--- src/sv/phcc_pkg.sv ---
// shared types and constants for the packet header checksum checker
package phcc_pkg;

    localparam int WORD_W = 16;
    localparam int ADDR_W = 32;
    localparam int IDX_W  = 3;

    typedef logic [IDX_W-1:0]  idx_t;
    typedef logic [WORD_W-1:0] word_t;
    typedef logic [ADDR_W-1:0] addr_t;

    // header word positions
    localparam idx_t POS_SRC_HI  = 3'd0;
    localparam idx_t POS_SRC_LO  = 3'd1;
    localparam idx_t POS_DST_HI  = 3'd2;
    localparam idx_t POS_DST_LO  = 3'd3;
    localparam idx_t POS_SEQ     = 3'd4;
    localparam idx_t POS_CSUM    = 3'd5;
    localparam idx_t POS_LEN     = 3'd6;
    localparam idx_t POS_PAYLOAD = 3'd7;

    // mask applied to a half word: high byte kept, low byte zero
    localparam word_t HALF_MASK = 16'hFF00;

    typedef struct packed {
        word_t word;
        logic  half_word;
        logic  last;
    } item_t;

    typedef struct packed {
        logic  checksum_ok;
        logic  header_complete;
        addr_t source_address;
        addr_t dest_address;
        word_t sequence_number;
        word_t data_length_bits;
    } result_t;

    // 16-bit ones' complement add with end-around carry
    function automatic word_t ones_add(input word_t a, input word_t b);
        logic [WORD_W:0] t;
        begin
            t = {1'b0, a} + {1'b0, b};
            ones_add = t[WORD_W-1:0] + {{(WORD_W-1){1'b0}}, t[WORD_W]};
        end
    endfunction

endpackage

--- src/sv/phcc_if.sv ---
// request channel interfaces for packet words and check results
interface phcc_in_if;
    import phcc_pkg::*;

    logic  valid;
    logic  ready;
    word_t word;
    logic  half_word;
    logic  last;

    modport source (output valid, output word, output half_word, output last, input ready);
    modport sink (input valid, input word, input half_word, input last, output ready);
endinterface

interface phcc_out_if;
    import phcc_pkg::*;

    logic  valid;
    logic  ready;
    logic  checksum_ok;
    logic  header_complete;
    addr_t source_address;
    addr_t dest_address;
    word_t sequence_number;
    word_t data_length_bits;

    modport source (
        output valid, output checksum_ok, output header_complete, output source_address,
        output dest_address, output sequence_number, output data_length_bits, input ready
    );
    modport sink (
        input valid, input checksum_ok, input header_complete, input source_address,
        input dest_address, input sequence_number, input data_length_bits, output ready
    );
endinterface

--- src/sv/packet_header_checksum_check_top.sv ---
// packet header checksum checker: one 16-bit word per cycle, one result per packet
// a result path: the last word is accepted into the input register, then the result is built into the result register
// throughput: one word per cycle outside stalls, with a combinational 16-bit end-around add
// a waiting result stalls the input only while a packet end sits in the input stage
// reset: rst_n clears both stage valids, the word position and all captured header state
module packet_header_checksum_check_top (
    input  logic    clk,
    input  logic    rst_n,
    phcc_in_if.sink    pkt,
    phcc_out_if.source res
);
    import phcc_pkg::*;

    logic    stage_valid;
    item_t   stage_item;
    logic    can_take;
    logic    advance;
    result_t result;

    // the staged word moves on unless it closes a packet while the output is full
    assign advance = stage_valid && (!stage_item.last || can_take);

    phcc_in_stage u_in_stage (
        .clk         (clk),
        .rst_n       (rst_n),
        .pkt         (pkt),
        .advance     (advance),
        .stage_valid (stage_valid),
        .stage_item  (stage_item)
    );

    phcc_hdr_acc u_hdr_acc (
        .clk     (clk),
        .rst_n   (rst_n),
        .advance (advance),
        .item    (stage_item),
        .result  (result)
    );

    phcc_out_reg u_out_reg (
        .clk      (clk),
        .rst_n    (rst_n),
        .push     (advance && stage_item.last),
        .result   (result),
        .can_take (can_take),
        .res      (res)
    );

    // a good checksum is only ever reported on a complete header
    a_ok_needs_header: assert property (@(posedge clk) disable iff (!rst_n)
        res.valid && res.checksum_ok |-> res.header_complete)
        else $error("checksum_ok without complete header");

    // a packet end blocked by a full output stays in the input stage
    a_last_held: assert property (@(posedge clk) disable iff (!rst_n)
        stage_valid && stage_item.last && res.valid && !res.ready |=> stage_valid)
        else $error("last word lost while output stalled");

    // a new result only appears after a packet end moved on
    a_result_source: assert property (@(posedge clk) disable iff (!rst_n)
        $rose(res.valid) |-> $past(advance && stage_item.last))
        else $error("result request without a packet end");
endmodule

--- src/sv/phcc_in_stage.sv ---
// input register stage for incoming packet word requests
module phcc_in_stage (
    input  logic            clk,
    input  logic            rst_n,
    phcc_in_if.sink         pkt,
    input  logic            advance,
    output logic            stage_valid,
    output phcc_pkg::item_t stage_item
);
    import phcc_pkg::*;

    logic  valid_reg;
    logic  valid_next;
    item_t item_reg;

    // stage can load when empty or when its content moves on this cycle
    assign pkt.ready = !valid_reg || advance;

    always_comb
    begin
        valid_next = valid_reg;
        if (pkt.ready)
        begin
            valid_next = pkt.valid;
        end
    end

    always_ff @(posedge clk or negedge rst_n)
    begin
        if (!rst_n)
        begin
            valid_reg <= 1'b0;
        end
        else
        begin
            valid_reg <= valid_next;
        end
    end

    // payload capture
    always_ff @(posedge clk)
    begin
        if (pkt.ready && pkt.valid)
        begin
            item_reg <= '{word: pkt.word, half_word: pkt.half_word, last: pkt.last};
        end
    end

    assign stage_valid = valid_reg;
    assign stage_item  = item_reg;
endmodule

--- src/sv/phcc_hdr_acc.sv ---
// header capture, running ones' complement sum and result build
module phcc_hdr_acc (
    input  logic              clk,
    input  logic              rst_n,
    input  logic              advance,
    input  phcc_pkg::item_t   item,
    output phcc_pkg::result_t result
);
    import phcc_pkg::*;

    word_t sum_reg,  sum_next;
    idx_t  idx_reg,  idx_next;
    word_t csum_reg, csum_next;
    addr_t src_reg,  src_next;
    addr_t dst_reg,  dst_next;
    word_t seq_reg,  seq_next;
    word_t len_reg,  len_next;
    word_t w;
    logic  complete;

    // update of packet state for the word in the stage
    always_comb
    begin
        w         = item.half_word ? (item.word & HALF_MASK) : item.word;
        sum_next  = sum_reg;
        idx_next  = idx_reg;
        csum_next = csum_reg;
        src_next  = src_reg;
        dst_next  = dst_reg;
        seq_next  = seq_reg;
        len_next  = len_reg;

        case (idx_reg)
            POS_SRC_HI:  src_next[ADDR_W-1:WORD_W] = w;
            POS_SRC_LO:  src_next[WORD_W-1:0]      = w;
            POS_DST_HI:  dst_next[ADDR_W-1:WORD_W] = w;
            POS_DST_LO:  dst_next[WORD_W-1:0]      = w;
            POS_SEQ:     seq_next                  = w;
            POS_CSUM:    csum_next                 = w;
            POS_LEN:     len_next                  = w;
            default:     ;
        endcase

        // checksum word counts as zero
        if (idx_reg != POS_CSUM)
        begin
            sum_next = ones_add(sum_reg, w);
        end

        if (idx_reg != POS_PAYLOAD)
        begin
            idx_next = idx_reg + 3'd1;
        end

        complete = (idx_next == POS_PAYLOAD);

        result.header_complete  = complete;
        result.checksum_ok      = complete && ((~sum_next) == csum_next);
        result.source_address   = src_next;
        result.dest_address     = dst_next;
        result.sequence_number  = seq_next;
        result.data_length_bits = len_next;
    end

    // state registers, cleared at the end of each packet
    always_ff @(posedge clk or negedge rst_n)
    begin
        if (!rst_n)
        begin
            sum_reg  <= '0;
            idx_reg  <= POS_SRC_HI;
            csum_reg <= '0;
            src_reg  <= '0;
            dst_reg  <= '0;
            seq_reg  <= '0;
            len_reg  <= '0;
        end
        else if (advance)
        begin
            if (item.last)
            begin
                sum_reg  <= '0;
                idx_reg  <= POS_SRC_HI;
                csum_reg <= '0;
                src_reg  <= '0;
                dst_reg  <= '0;
                seq_reg  <= '0;
                len_reg  <= '0;
            end
            else
            begin
                sum_reg  <= sum_next;
                idx_reg  <= idx_next;
                csum_reg <= csum_next;
                src_reg  <= src_next;
                dst_reg  <= dst_next;
                seq_reg  <= seq_next;
                len_reg  <= len_next;
            end
        end
    end
endmodule

--- src/sv/phcc_out_reg.sv ---
// result register that holds a check result until the request is taken
module phcc_out_reg (
    input  logic              clk,
    input  logic              rst_n,
    input  logic              push,
    input  phcc_pkg::result_t result,
    output logic              can_take,
    phcc_out_if.source        res
);
    import phcc_pkg::*;

    logic    valid_reg;
    logic    valid_next;
    result_t data_reg;

    assign can_take = !valid_reg || res.ready;

    always_comb
    begin
        valid_next = valid_reg;
        if (can_take)
        begin
            valid_next = push;
        end
    end

    always_ff @(posedge clk or negedge rst_n)
    begin
        if (!rst_n)
        begin
            valid_reg <= 1'b0;
        end
        else
        begin
            valid_reg <= valid_next;
        end
    end

    // result payload
    always_ff @(posedge clk)
    begin
        if (can_take && push)
        begin
            data_reg <= result;
        end
    end

    assign res.valid            = valid_reg;
    assign res.checksum_ok      = data_reg.checksum_ok;
    assign res.header_complete  = data_reg.header_complete;
    assign res.source_address   = data_reg.source_address;
    assign res.dest_address     = data_reg.dest_address;
    assign res.sequence_number  = data_reg.sequence_number;
    assign res.data_length_bits = data_reg.data_length_bits;
endmodule
--- src/flat_wrapper.sv ---
// flat-port wrapper written by rule: the top's interface ports become plain ports
module packet_header_checksum_check_top_flat import phcc_pkg::*;
  (clk, rst_n, pkt_valid, pkt_word, pkt_half_word, pkt_last, pkt_ready, res_valid, res_checksum_ok, res_header_complete, res_source_address, res_dest_address, res_sequence_number, res_data_length_bits, res_ready);
  phcc_in_if pkt_i ();
  phcc_out_if res_i ();
  input  logic clk;
  input  logic rst_n;
  input wire logic [$bits(pkt_i.valid)-1:0] pkt_valid;
  input wire logic [$bits(pkt_i.word)-1:0] pkt_word;
  input wire logic [$bits(pkt_i.half_word)-1:0] pkt_half_word;
  input wire logic [$bits(pkt_i.last)-1:0] pkt_last;
  output wire logic [$bits(pkt_i.ready)-1:0] pkt_ready;
  output wire logic [$bits(res_i.valid)-1:0] res_valid;
  output wire logic [$bits(res_i.checksum_ok)-1:0] res_checksum_ok;
  output wire logic [$bits(res_i.header_complete)-1:0] res_header_complete;
  output wire logic [$bits(res_i.source_address)-1:0] res_source_address;
  output wire logic [$bits(res_i.dest_address)-1:0] res_dest_address;
  output wire logic [$bits(res_i.sequence_number)-1:0] res_sequence_number;
  output wire logic [$bits(res_i.data_length_bits)-1:0] res_data_length_bits;
  input wire logic [$bits(res_i.ready)-1:0] res_ready;
  assign pkt_i.valid = pkt_valid;
  assign pkt_i.word = pkt_word;
  assign pkt_i.half_word = pkt_half_word;
  assign pkt_i.last = pkt_last;
  assign pkt_ready = pkt_i.ready;
  assign res_valid = res_i.valid;
  assign res_checksum_ok = res_i.checksum_ok;
  assign res_header_complete = res_i.header_complete;
  assign res_source_address = res_i.source_address;
  assign res_dest_address = res_i.dest_address;
  assign res_sequence_number = res_i.sequence_number;
  assign res_data_length_bits = res_i.data_length_bits;
  assign res_i.ready = res_ready;
  packet_header_checksum_check_top u_core (.clk(clk), .rst_n(rst_n), .pkt(pkt_i), .res(res_i));
endmodule
--- config.mk ---
export PLATFORM = sky130hd
export DESIGN_NAME = packet_header_checksum_check_top_flat
export DESIGN_NICKNAME = d
export VERILOG_FILES = /design/src/sv/phcc_pkg.sv /design/src/sv/phcc_if.sv /design/src/sv/packet_header_checksum_check_top.sv /design/src/sv/phcc_in_stage.sv /design/src/sv/phcc_hdr_acc.sv /design/src/sv/phcc_out_reg.sv /design/src/flat_wrapper.sv
export SDC_FILE = /design/constraint.sdc
export NUM_CORES = 1
export LEC_CHECK = 0
export BUFFER_PORTS_ARGS = -buffer_cell sky130_fd_sc_hd__buf_2
export CAP_MARGIN = 20
export CORE_MARGIN = 2
export CORE_UTILIZATION = 55
export CTS_CLUSTER_SIZE = 28
export DETAILED_ROUTE_END_ITERATION = 10
export GPL_ROUTABILITY_DRIVEN = 1
export PLACE_DENSITY_LB_ADDON = 0.08
export SYNTH_ARGS = -nofsm -noshare
export SYNTH_HDL_FRONTEND = slang
export SYNTH_HIERARCHICAL = 1
export SYNTH_SLANG_ARGS = --single-unit
--- constraint.sdc ---
create_clock -name clk -period 7.65 [get_ports clk]
set_input_delay 0.3825 -clock clk [delete_from_list [all_inputs] [get_ports clk]]
set_output_delay 0.3825 -clock clk [all_outputs]
set_load 0.02 [all_outputs]
==> PnR_summary.wiki, run 1 <==
{| class="wikitable"
! Metric !! Value
|-
| Pin count of the biggest net entering global routing || between 80 and 90
|-
| Antenna violation net count after detailed routing || 0
|-
| Share of the yosys chip area belonging to registers || 0.583
|-
| Buffers on Ports || around 120
|-
| Total negative slack || 0 ps
|-
| Placement Rows || 53
|-
| Fill cell count || ~1700
|-
| Leading register cell type out of synthesis || sky130_fd_sc_hd__dfrtp_1
|-
| Ant. Diodes || 0
|-
| Total clock sinks || about 250
|-
| Later-pin clock latency in the skew report || between 500 and 600 ps
|-
| Depth of the CTS H-tree || 1
|-
| Post-synthesis sequential element count || 249
|-
| Clock buffer depth || 3
|-
| Post-CTS Repair Setup Buffers || 0
|-
| Via total after detailed routing || between 8000 and 9000
|-
| Root buffer cell || sky130_fd_sc_hd__clkbuf_16
|-
| FFs w/ async S/R, synth || 0.534
|-
| Register clock-pin slew on the reported worst setup and hold paths || approximately 60 ps
|-
| Lkg Pwr || around 5.6 nW
|-
| Post-DP HPWL || 17700 um
|-
| Setup repair after global routing missed its margin || false
|-
| Synth-to-layout area growth || 14.1%
|-
| First-iteration detailed-routing DRC count || 640
|-
| Time the worst path needs with I/O delays and setup || 6120 ps
|-
| Fin Clk Skew || 18.1 ps
|-
| Die X || 150 um
|-
| TritonRoute pass-1 iters || 5
|-
| Kind of capture point of the worst setup path || register
|-
| Total nets after synthesis || 986
|-
| Max transition margin || 0.343
|-
| CTS Hold Buffers Added || 3
|-
| Floorplan die height || 150 um
|-
| TritonCTS clock tree || yes
|-
| Number of hold violations in the final report || 0
|-
| Starting utilization of the core area || 0.558
|-
| Power density cells || 314 nW/um^2
|-
| Post-DR wirelength/cell || 21.2 um
|-
| Final global-route overflow total || 0
|-
| Arr. time, crit path || roughly 6500 ps
|-
| Fraction of final layout cells sized beyond drive strength 1 || 0.228
|-
| GR Util All Layers || 0.254
|-
| Final routed DRC violation total || 0
|-
| Total standard cell area after synthesis || 11700 sq um
|-
| Number of antenna violations at the first check in global routing || 1
|-
| Worst Path Max Fanout || 28
|-
| Count of instances resized after the clock tree is built || 0
|-
| Total of endpoints with negative setup slack in the final report || 0
|-
| Largest vdd supply drop || 0.205 mV
|-
| Number of top-level pins || 122
|-
| Distinct cell type count of the synthesized netlist || 75
|-
| Synth warnings || 6
|-
| Worst endpoint required time || 7990 ps
|-
| Post-layout nets || 1069
|-
| Vias per cell || 6.04
|-
| Via count of the first global-routing pass || between 7000 and 8000
|-
| Cell count after synthesis || roughly 950
|-
| Highest clock frequency the design can meet || 0.163 GHz
|-
| Tightest hold margin || 24.6 ps
|-
| Outcome || complete, no violations
|-
| DRT Wirelength || between 20000 and 30000 um
|-
| Portion of the clock cycle consumed by the worst path in the final layout || 0.800
|-
| Number of slew-limit violations in the final report || 0
|-
| Worst hold path type || input port to register
|-
| Total die area || between 20000 and 25000 sq um
|-
| Max_cap viols || 0
|-
| Routability Congestion || 0.903
|-
| Synthesized area per cell || between 10 and 15 sq um
|-
| Number of enable-type register cells in the synthesized netlist || 116
|-
| Crit Path Class || register to register
|-
| Transition time of the tightest slew-check pin || 986 ps
|-
| Worst setup SP type || register
|-
| CTS buffer count || 27
|-
| Area inside the core boundary || 21000 sq um
|-
| Wire length of the first global-routing pass || 44100 um
|}
-- stage by stage --
| stage | std cells | utilization | instance area, sq um | worst slack (ps) | total power, mW |
|---|---|---|---|---|---|
| final | 1327 | 0.636 | 13300 | 1530 | 4.19 |
| after global routing | 1327 | 0.636 | 13300 | 964 | 4.41 |
| after CTS | 1327 | 0.636 | 13300 | 1570 | 4.22 |
| after detailed placement | 1274 | 0.591 | 12400 | 1640 | 2.90 |
| after global placement | 1274 | 0.591 | 12400 | 1810 | 2.88 |
| after floorplan | 948 | - | 11700 | 2360 | 2.61 |
-- worst max-delay path, cell delays in order (launching register included) --
cell and delay (ps):
sky130_fd_sc_hd__edfxtp_1 320, sky130_fd_sc_hd__buf_4 260, sky130_fd_sc_hd__inv_2 150, sky130_fd_sc_hd__nand2_1 250, sky130_fd_sc_hd__inv_1 110, sky130_fd_sc_hd__ha_1 230, sky130_fd_sc_hd__ha_1 210, sky130_fd_sc_hd__a21boi_0 230
sky130_fd_sc_hd__a2111oi_2 80, sky130_fd_sc_hd__o22ai_1 440, sky130_fd_sc_hd__o21a_1 210, sky130_fd_sc_hd__nor2b_1 60, sky130_fd_sc_hd__o41ai_1 480, sky130_fd_sc_hd__o21bai_1 130, sky130_fd_sc_hd__a21o_1 210, sky130_fd_sc_hd__ha_1 220
sky130_fd_sc_hd__ha_1 220, sky130_fd_sc_hd__o221ai_1 180, sky130_fd_sc_hd__xor2_1 310, sky130_fd_sc_hd__nor3b_1 80, sky130_fd_sc_hd__a2111oi_0 530, sky130_fd_sc_hd__nand4_1 210, sky130_fd_sc_hd__nor4_2 270, sky130_fd_sc_hd__o2111ai_1 150
sky130_fd_sc_hd__a2111oi_2 390
-- logic make-up after synthesis --
family	count (synthesis)	synth area share
buffers and inverters	90	0.0312
XOR/XNOR	56	0.0467
multiplexers	48	0.0463
adder cells (fa/ha/maj)	18	0.0190
AND/OR/NAND/NOR	192	0.0845
flip-flops	249	0.583
AO/OA/AOI/OAI	295	0.190
-- report_power, final --
part	internal, mW	switching (mW)
clock	0.783	0.525
sequential	1.60	0.166
combinational	0.451	0.663
-- final cells by class --
type	count	area, sq um	area share
Timing Repair Buffer	132	702	0.0527
Inverter	12	46.3	0.00347
Clock buffer	40	786	0.0589
Clock inverter	10	124	0.00929
Multi-Input combinational cell	609	4520	0.339
Sequential cell	249	6810	0.511
Tap cell	275	344	0.0258
-- routing by layer --
metal	track usage	vias to the layer above	wire, um
met3	0.0338	54	1520
li1	-	3748	-
met1	0.374	3948	12700
met4	0.0976	0	1050
met5	0	-	0
met2	0.388	261	12900
-- worst paths after layout --
kind	to	slack (ps)	cells after the start	startpoint
setup / recovery	u_core/u_out_reg/res.checksum_ok	1530	24	u_core/u_in_stage/stage_item[1]
hold / removal	u_core/u_in_stage/stage_item[9]	20	1	pkt_word[7]
setup reg to reg	u_core/u_out_reg/res.checksum_ok	1530	24	u_core/u_in_stage/stage_item[1]
hold reg to reg	u_core/u_hdr_acc/src_reg[28]	500	1	u_core/u_hdr_acc/src_reg[28]
max in group asynchronous	u_core/u_hdr_acc/csum_reg[7]	5870	3	rst_n
min in group asynchronous	u_core/u_hdr_acc/src_reg[18]	410	2	rst_n
-- placed cells by master (no fill, tap or decap), types with 4 or more instances in the layout --
master / synthesis / final
sky130_fd_sc_hd__a21o_1: 4 / 4
sky130_fd_sc_hd__a21oi_1: 13 / 13
sky130_fd_sc_hd__a22o_1: 101 / 101
sky130_fd_sc_hd__a22oi_1: 18 / 18
sky130_fd_sc_hd__a31oi_1: 5 / 5
sky130_fd_sc_hd__a32oi_1: 5 / 5
sky130_fd_sc_hd__and3_1: 4 / 4
sky130_fd_sc_hd__buf_2: 12 / 120
sky130_fd_sc_hd__buf_4: 1 / 8
sky130_fd_sc_hd__clkbuf_1: 62 / 8
sky130_fd_sc_hd__clkbuf_16: 0 / 28
sky130_fd_sc_hd__clkbuf_8: 0 / 4
sky130_fd_sc_hd__clkinv_2: 0 / 5
sky130_fd_sc_hd__dfrtp_1: 133 / 133
sky130_fd_sc_hd__edfxtp_1: 116 / 116
sky130_fd_sc_hd__ha_1: 16 / 16
sky130_fd_sc_hd__inv_1: 10 / 10
sky130_fd_sc_hd__mux2_2: 48 / 48
sky130_fd_sc_hd__nand2_1: 88 / 88
sky130_fd_sc_hd__nand2b_1: 13 / 13
sky130_fd_sc_hd__nand3_1: 8 / 8
sky130_fd_sc_hd__nor2_1: 26 / 25
sky130_fd_sc_hd__nor2b_1: 6 / 6
sky130_fd_sc_hd__nor3_1: 9 / 9
sky130_fd_sc_hd__nor4b_1: 4 / 4
sky130_fd_sc_hd__o211a_1: 4 / 4
sky130_fd_sc_hd__o211ai_1: 12 / 12
sky130_fd_sc_hd__o21ai_0: 75 / 75
sky130_fd_sc_hd__o2bb2ai_1: 22 / 22
sky130_fd_sc_hd__or3_1: 4 / 4
sky130_fd_sc_hd__xnor2_1: 33 / 33
sky130_fd_sc_hd__xnor3_1: 4 / 4
sky130_fd_sc_hd__xor2_1: 19 / 19
-- synthesized netlist by cell type, types with 3 or more instances --
| cell type | count | area [sq um] |
|---|---|---|
| sky130_fd_sc_hd__o22ai_1 | 3 | 18.8 |
| sky130_fd_sc_hd__and3_1 | 4 | 25.0 |
| sky130_fd_sc_hd__o21ai_0 | 75 | 375 |
| sky130_fd_sc_hd__clkbuf_1 | 62 | 233 |
| sky130_fd_sc_hd__nand2_1 | 88 | 330 |
| sky130_fd_sc_hd__buf_2 | 12 | 60.1 |
| sky130_fd_sc_hd__o32ai_1 | 3 | 26.3 |
| sky130_fd_sc_hd__inv_1 | 10 | 37.5 |
| sky130_fd_sc_hd__nor4b_1 | 4 | 35.0 |
| sky130_fd_sc_hd__nand3_1 | 8 | 40.0 |
| sky130_fd_sc_hd__nor3_1 | 9 | 45.0 |
| sky130_fd_sc_hd__dfrtp_1 | 133 | 3330 |
| sky130_fd_sc_hd__mux2_2 | 48 | 541 |
| sky130_fd_sc_hd__a22oi_1 | 18 | 135 |
| sky130_fd_sc_hd__nand4_1 | 3 | 18.8 |
| sky130_fd_sc_hd__xnor2_1 | 33 | 289 |
| sky130_fd_sc_hd__xnor3_1 | 4 | 90.1 |
| sky130_fd_sc_hd__and2_4 | 3 | 26.3 |
| sky130_fd_sc_hd__a32oi_1 | 5 | 43.8 |
| sky130_fd_sc_hd__nor2_1 | 26 | 97.6 |
| sky130_fd_sc_hd__nand2b_1 | 13 | 81.3 |
| sky130_fd_sc_hd__xor2_1 | 19 | 166 |
| sky130_fd_sc_hd__ha_1 | 16 | 200 |
| sky130_fd_sc_hd__a31oi_1 | 5 | 31.3 |
| sky130_fd_sc_hd__nand4bb_1 | 3 | 33.8 |
| sky130_fd_sc_hd__nor2b_1 | 6 | 37.5 |
| sky130_fd_sc_hd__a21oi_1 | 13 | 65.1 |
| sky130_fd_sc_hd__edfxtp_1 | 116 | 3480 |
| sky130_fd_sc_hd__a22o_1 | 101 | 885 |
| sky130_fd_sc_hd__a2111oi_0 | 3 | 26.3 |
| sky130_fd_sc_hd__o2bb2ai_1 | 22 | 193 |
| sky130_fd_sc_hd__a21o_1 | 4 | 30.0 |
| sky130_fd_sc_hd__o211a_1 | 4 | 40.0 |
| sky130_fd_sc_hd__o211ai_1 | 12 | 90.1 |
| sky130_fd_sc_hd__o31ai_1 | 3 | 22.5 |
| sky130_fd_sc_hd__o21a_1 | 3 | 22.5 |
| sky130_fd_sc_hd__or3_1 | 4 | 25.0 |
Power figures use the tool's default switching activity.
==> run 2, diff against run 1 <==
clock period = 5.8 ns   (was 7.65 ns; I/O delays follow)
==> PnR_summary.wiki, run 2 (synthesis results as in run 1) <==
{| class="wikitable"
! Metric !! Value
|-
| Post-DP HPWL || 18700 um (+5.4%)
|-
| TritonRoute pass-1 iters || 5 (unchanged)
|-
| Logic gate share of total power || 0.280 (+0.014)
|-
| Via count of the first global-routing pass || 7729 (+0.12%)
|-
| Via total after detailed routing || 8291 (+3.5%)
|-
| Total clock sinks || 249 (unchanged)
|-
| Commonest cells after routing, fill and taps aside || sky130_fd_sc_hd__dfrtp_1 (133), sky130_fd_sc_hd__buf_2 (120), sky130_fd_sc_hd__edfxtp_1 (116), sky130_fd_sc_hd__a22o_1 (101), sky130_fd_sc_hd__nand2_1 (88)
|-
| Max_cap viols || 0 (unchanged)
|-
| Number of hold violations in the final report || 0 (unchanged)
|-
| Number of antenna violations at the first check in global routing || 1 (unchanged)
|-
| Largest vdd supply drop || 0.254 mV (+23%)
|-
| Power density cells || 408 nW/um^2 (+30%)
|-
| Starting utilization of the core area || 0.558 (unchanged)
|-
| Setup repair after global routing missed its margin || false
|-
| Crit Path Class || register to register
|-
| Number of top-level pins || 122 (unchanged)
|-
| Post-DR wirelength/cell || 21.7 um (+2.3%)
|-
| Final global-route overflow total || 0 (unchanged)
|-
| Buffers on Ports || 121 (unchanged)
|-
| Worst Path Max Fanout || 11 (-61%)
|-
| Outcome || complete, no violations
|-
| Clock power frac || 0.304 (-0.008)
|-
| Die X || 150 um (unchanged)
|-
| Post-layout nets || 1100 (+2.9%)
|-
| Vias per cell || 6.11 (+1.1%)
|-
| Net switching power || 1.81 mW (+34%)
|-
| Count of instances resized after the clock tree is built || 0 (unchanged)
|-
| Internal power consumption || 3.73 mW (+32%)
|-
| Routability Congestion || 0.947 (+4.9%)
|-
| Area inside the core boundary || 21000 sq um (unchanged)
|-
| Most common cell after layout, fill and taps aside || sky130_fd_sc_hd__dfrtp_1
|-
| Depth of the CTS H-tree || 1 (unchanged)
|-
| Arr. time, crit path || 5640 ps (-820 ps)
|-
| CTS buffer count || 26 (-3.7%)
|-
| CTS Hold Buffers Added || 20 (+17)
|-
| Fraction of final layout cells sized beyond drive strength 1 || 0.231 (+0.00292)
|-
| Switching power as a share of total power || 0.327 (+0.00348)
|-
| Later-pin clock latency in the skew report || 550 ps (about the same)
|-
| GR Util All Layers || 0.266 (+0.0111)
|-
| Worst setup SP type || register
|-
| Total of endpoints with negative setup slack in the final report || 0 (unchanged)
|-
| Register clock-pin slew on the reported worst setup and hold paths || 60 ps (about the same)
|-
| First-iteration detailed-routing DRC count || 728 (+14%)
|-
| Root buffer cell || sky130_fd_sc_hd__clkbuf_16
|-
| Antenna violation net count after detailed routing || 0 (unchanged)
|-
| Highest clock frequency the design can meet || 0.189 GHz (+16%)
|-
| Pin count of the biggest net entering global routing || 99 (+22%)
|-
| Worst endpoint required time || 6150 ps (-1840 ps)
|-
| Total die area || 22400 sq um (unchanged)
|-
| Overall power || 5.54 mW (+32%)
|-
| Fin Clk Skew || 24.6 ps (+6.48 ps)
|-
| Kind of capture point of the worst setup path || register
|-
| Final routed DRC violation total || 0 (unchanged)
|-
| Floorplan die height || 150 um (unchanged)
|-
| TritonCTS clock tree || yes
|-
| Portion of the clock cycle consumed by the worst path in the final layout || 0.912 (+0.112)
|-
| Lkg Pwr || 5.72 nW (+2.2%)
|-
| Transition time of the tightest slew-check pin || 1010 ps (+23.5 ps)
|-
| Number of slew-limit violations in the final report || 0 (unchanged)
|-
| DRT Wirelength || 29500 um (+4.7%)
|-
| Worst hold path type || input port to register
|-
| Sequential fraction of design power || 0.416 (-0.006)
|-
| Wire length of the first global-routing pass || 45400 um (+2.9%)
|-
| Total negative slack || 0 ps (unchanged)
|-
| Clock buffer depth || 3 (unchanged)
|-
| Max transition margin || 0.320 (-0.0228)
|-
| Synth-to-layout area growth || 16.3%
|-
| Post-CTS Repair Setup Buffers || 0 (unchanged)
|-
| Time the worst path needs with I/O delays and setup || 5290 ps (-828 ps)
|-
| Placement Rows || 53 (unchanged)
|}
## run 2: layer usage
layer / track usage / vias to the layer above / wire length, um
li1: - / 3808 / -
met1: 0.404 / 4140 / 13400
met2: 0.403 / 304 / 13600
met3: 0.0369 / 39 / 1870
met4: 0.0750 / 0 / 564
met5: 0 / - / 0
## run 2: cell type report
class	instances	area [sq um]
Fill cell	1613	7370
Antenna cell	1	2.50
Multi-Input combinational cell	609	4520
Clock inverter	6	97.6
Sequential cell	249	6810
Clock buffer	42	772
Timing Repair Buffer	164	997
Inverter	12	46.3
Tap cell	275	344
## run 2: metrics by stage
step,hold WS (ps),instance area (sq um),instances,utilization,setup slack (ps)
2_1_floorplan,-5.59,11700,948,-,509
3_3_place_gp,358,12500,1289,0.597,785
3_5_place_dp,361,12500,1289,0.597,541
4_1_cts,35.2,13600,1357,0.648,541
5_1_grt,74.3,13600,1357,0.648,67.0
6_report,48.1,13600,1358,0.648,510
## run 2: critical path, cell delays in order (launching register included)
cell,delay (ps)
sky130_fd_sc_hd__edfxtp_1,390
sky130_fd_sc_hd__inv_2,180
sky130_fd_sc_hd__nand2_1,120
sky130_fd_sc_hd__xnor2_1,140
sky130_fd_sc_hd__ha_1,230
sky130_fd_sc_hd__a21boi_0,230
sky130_fd_sc_hd__a2111oi_2,90
sky130_fd_sc_hd__o22ai_1,240
sky130_fd_sc_hd__o21a_1,200
sky130_fd_sc_hd__nor2b_1,60
sky130_fd_sc_hd__o41ai_1,470
sky130_fd_sc_hd__o21bai_1,100
sky130_fd_sc_hd__a21o_1,220
sky130_fd_sc_hd__ha_1,220
sky130_fd_sc_hd__ha_1,210
sky130_fd_sc_hd__o221ai_1,170
sky130_fd_sc_hd__xor2_1,350
sky130_fd_sc_hd__nor3b_1,90
sky130_fd_sc_hd__a2111oi_0,410
sky130_fd_sc_hd__nand4_1,190
sky130_fd_sc_hd__nor4_2,260
sky130_fd_sc_hd__o2111ai_1,170
sky130_fd_sc_hd__a2111oi_2,360
## run 2: power groups by stage
stage                     combinational (mW)  sequential, mW  clock (mW)
after floorplan                         1.11            2.33           0
after global placement                  1.52            2.32           0
after detailed placement                1.52            2.34           0
after CTS                               1.54            2.30        1.71
after global routing                    1.69            2.33        1.78
final                                   1.55            2.31        1.68
## run 2: worst paths after layout
kind,startpoint,end,slack [ps],cells after the start
setup / recovery,u_core/u_in_stage/stage_item[1],u_core/u_out_reg/res.checksum_ok,510,22
hold / removal,res_ready,u_core/u_out_reg/res.valid,50,3
setup reg to reg,u_core/u_in_stage/stage_item[1],u_core/u_out_reg/res.checksum_ok,510,22
hold reg to reg,u_core/u_hdr_acc/src_reg[31],u_core/u_hdr_acc/src_reg[31],500,1
max in group asynchronous,rst_n,u_core/u_hdr_acc/idx_reg[2],4190,3
min in group asynchronous,rst_n,u_core/u_hdr_acc/src_reg[4],320,2
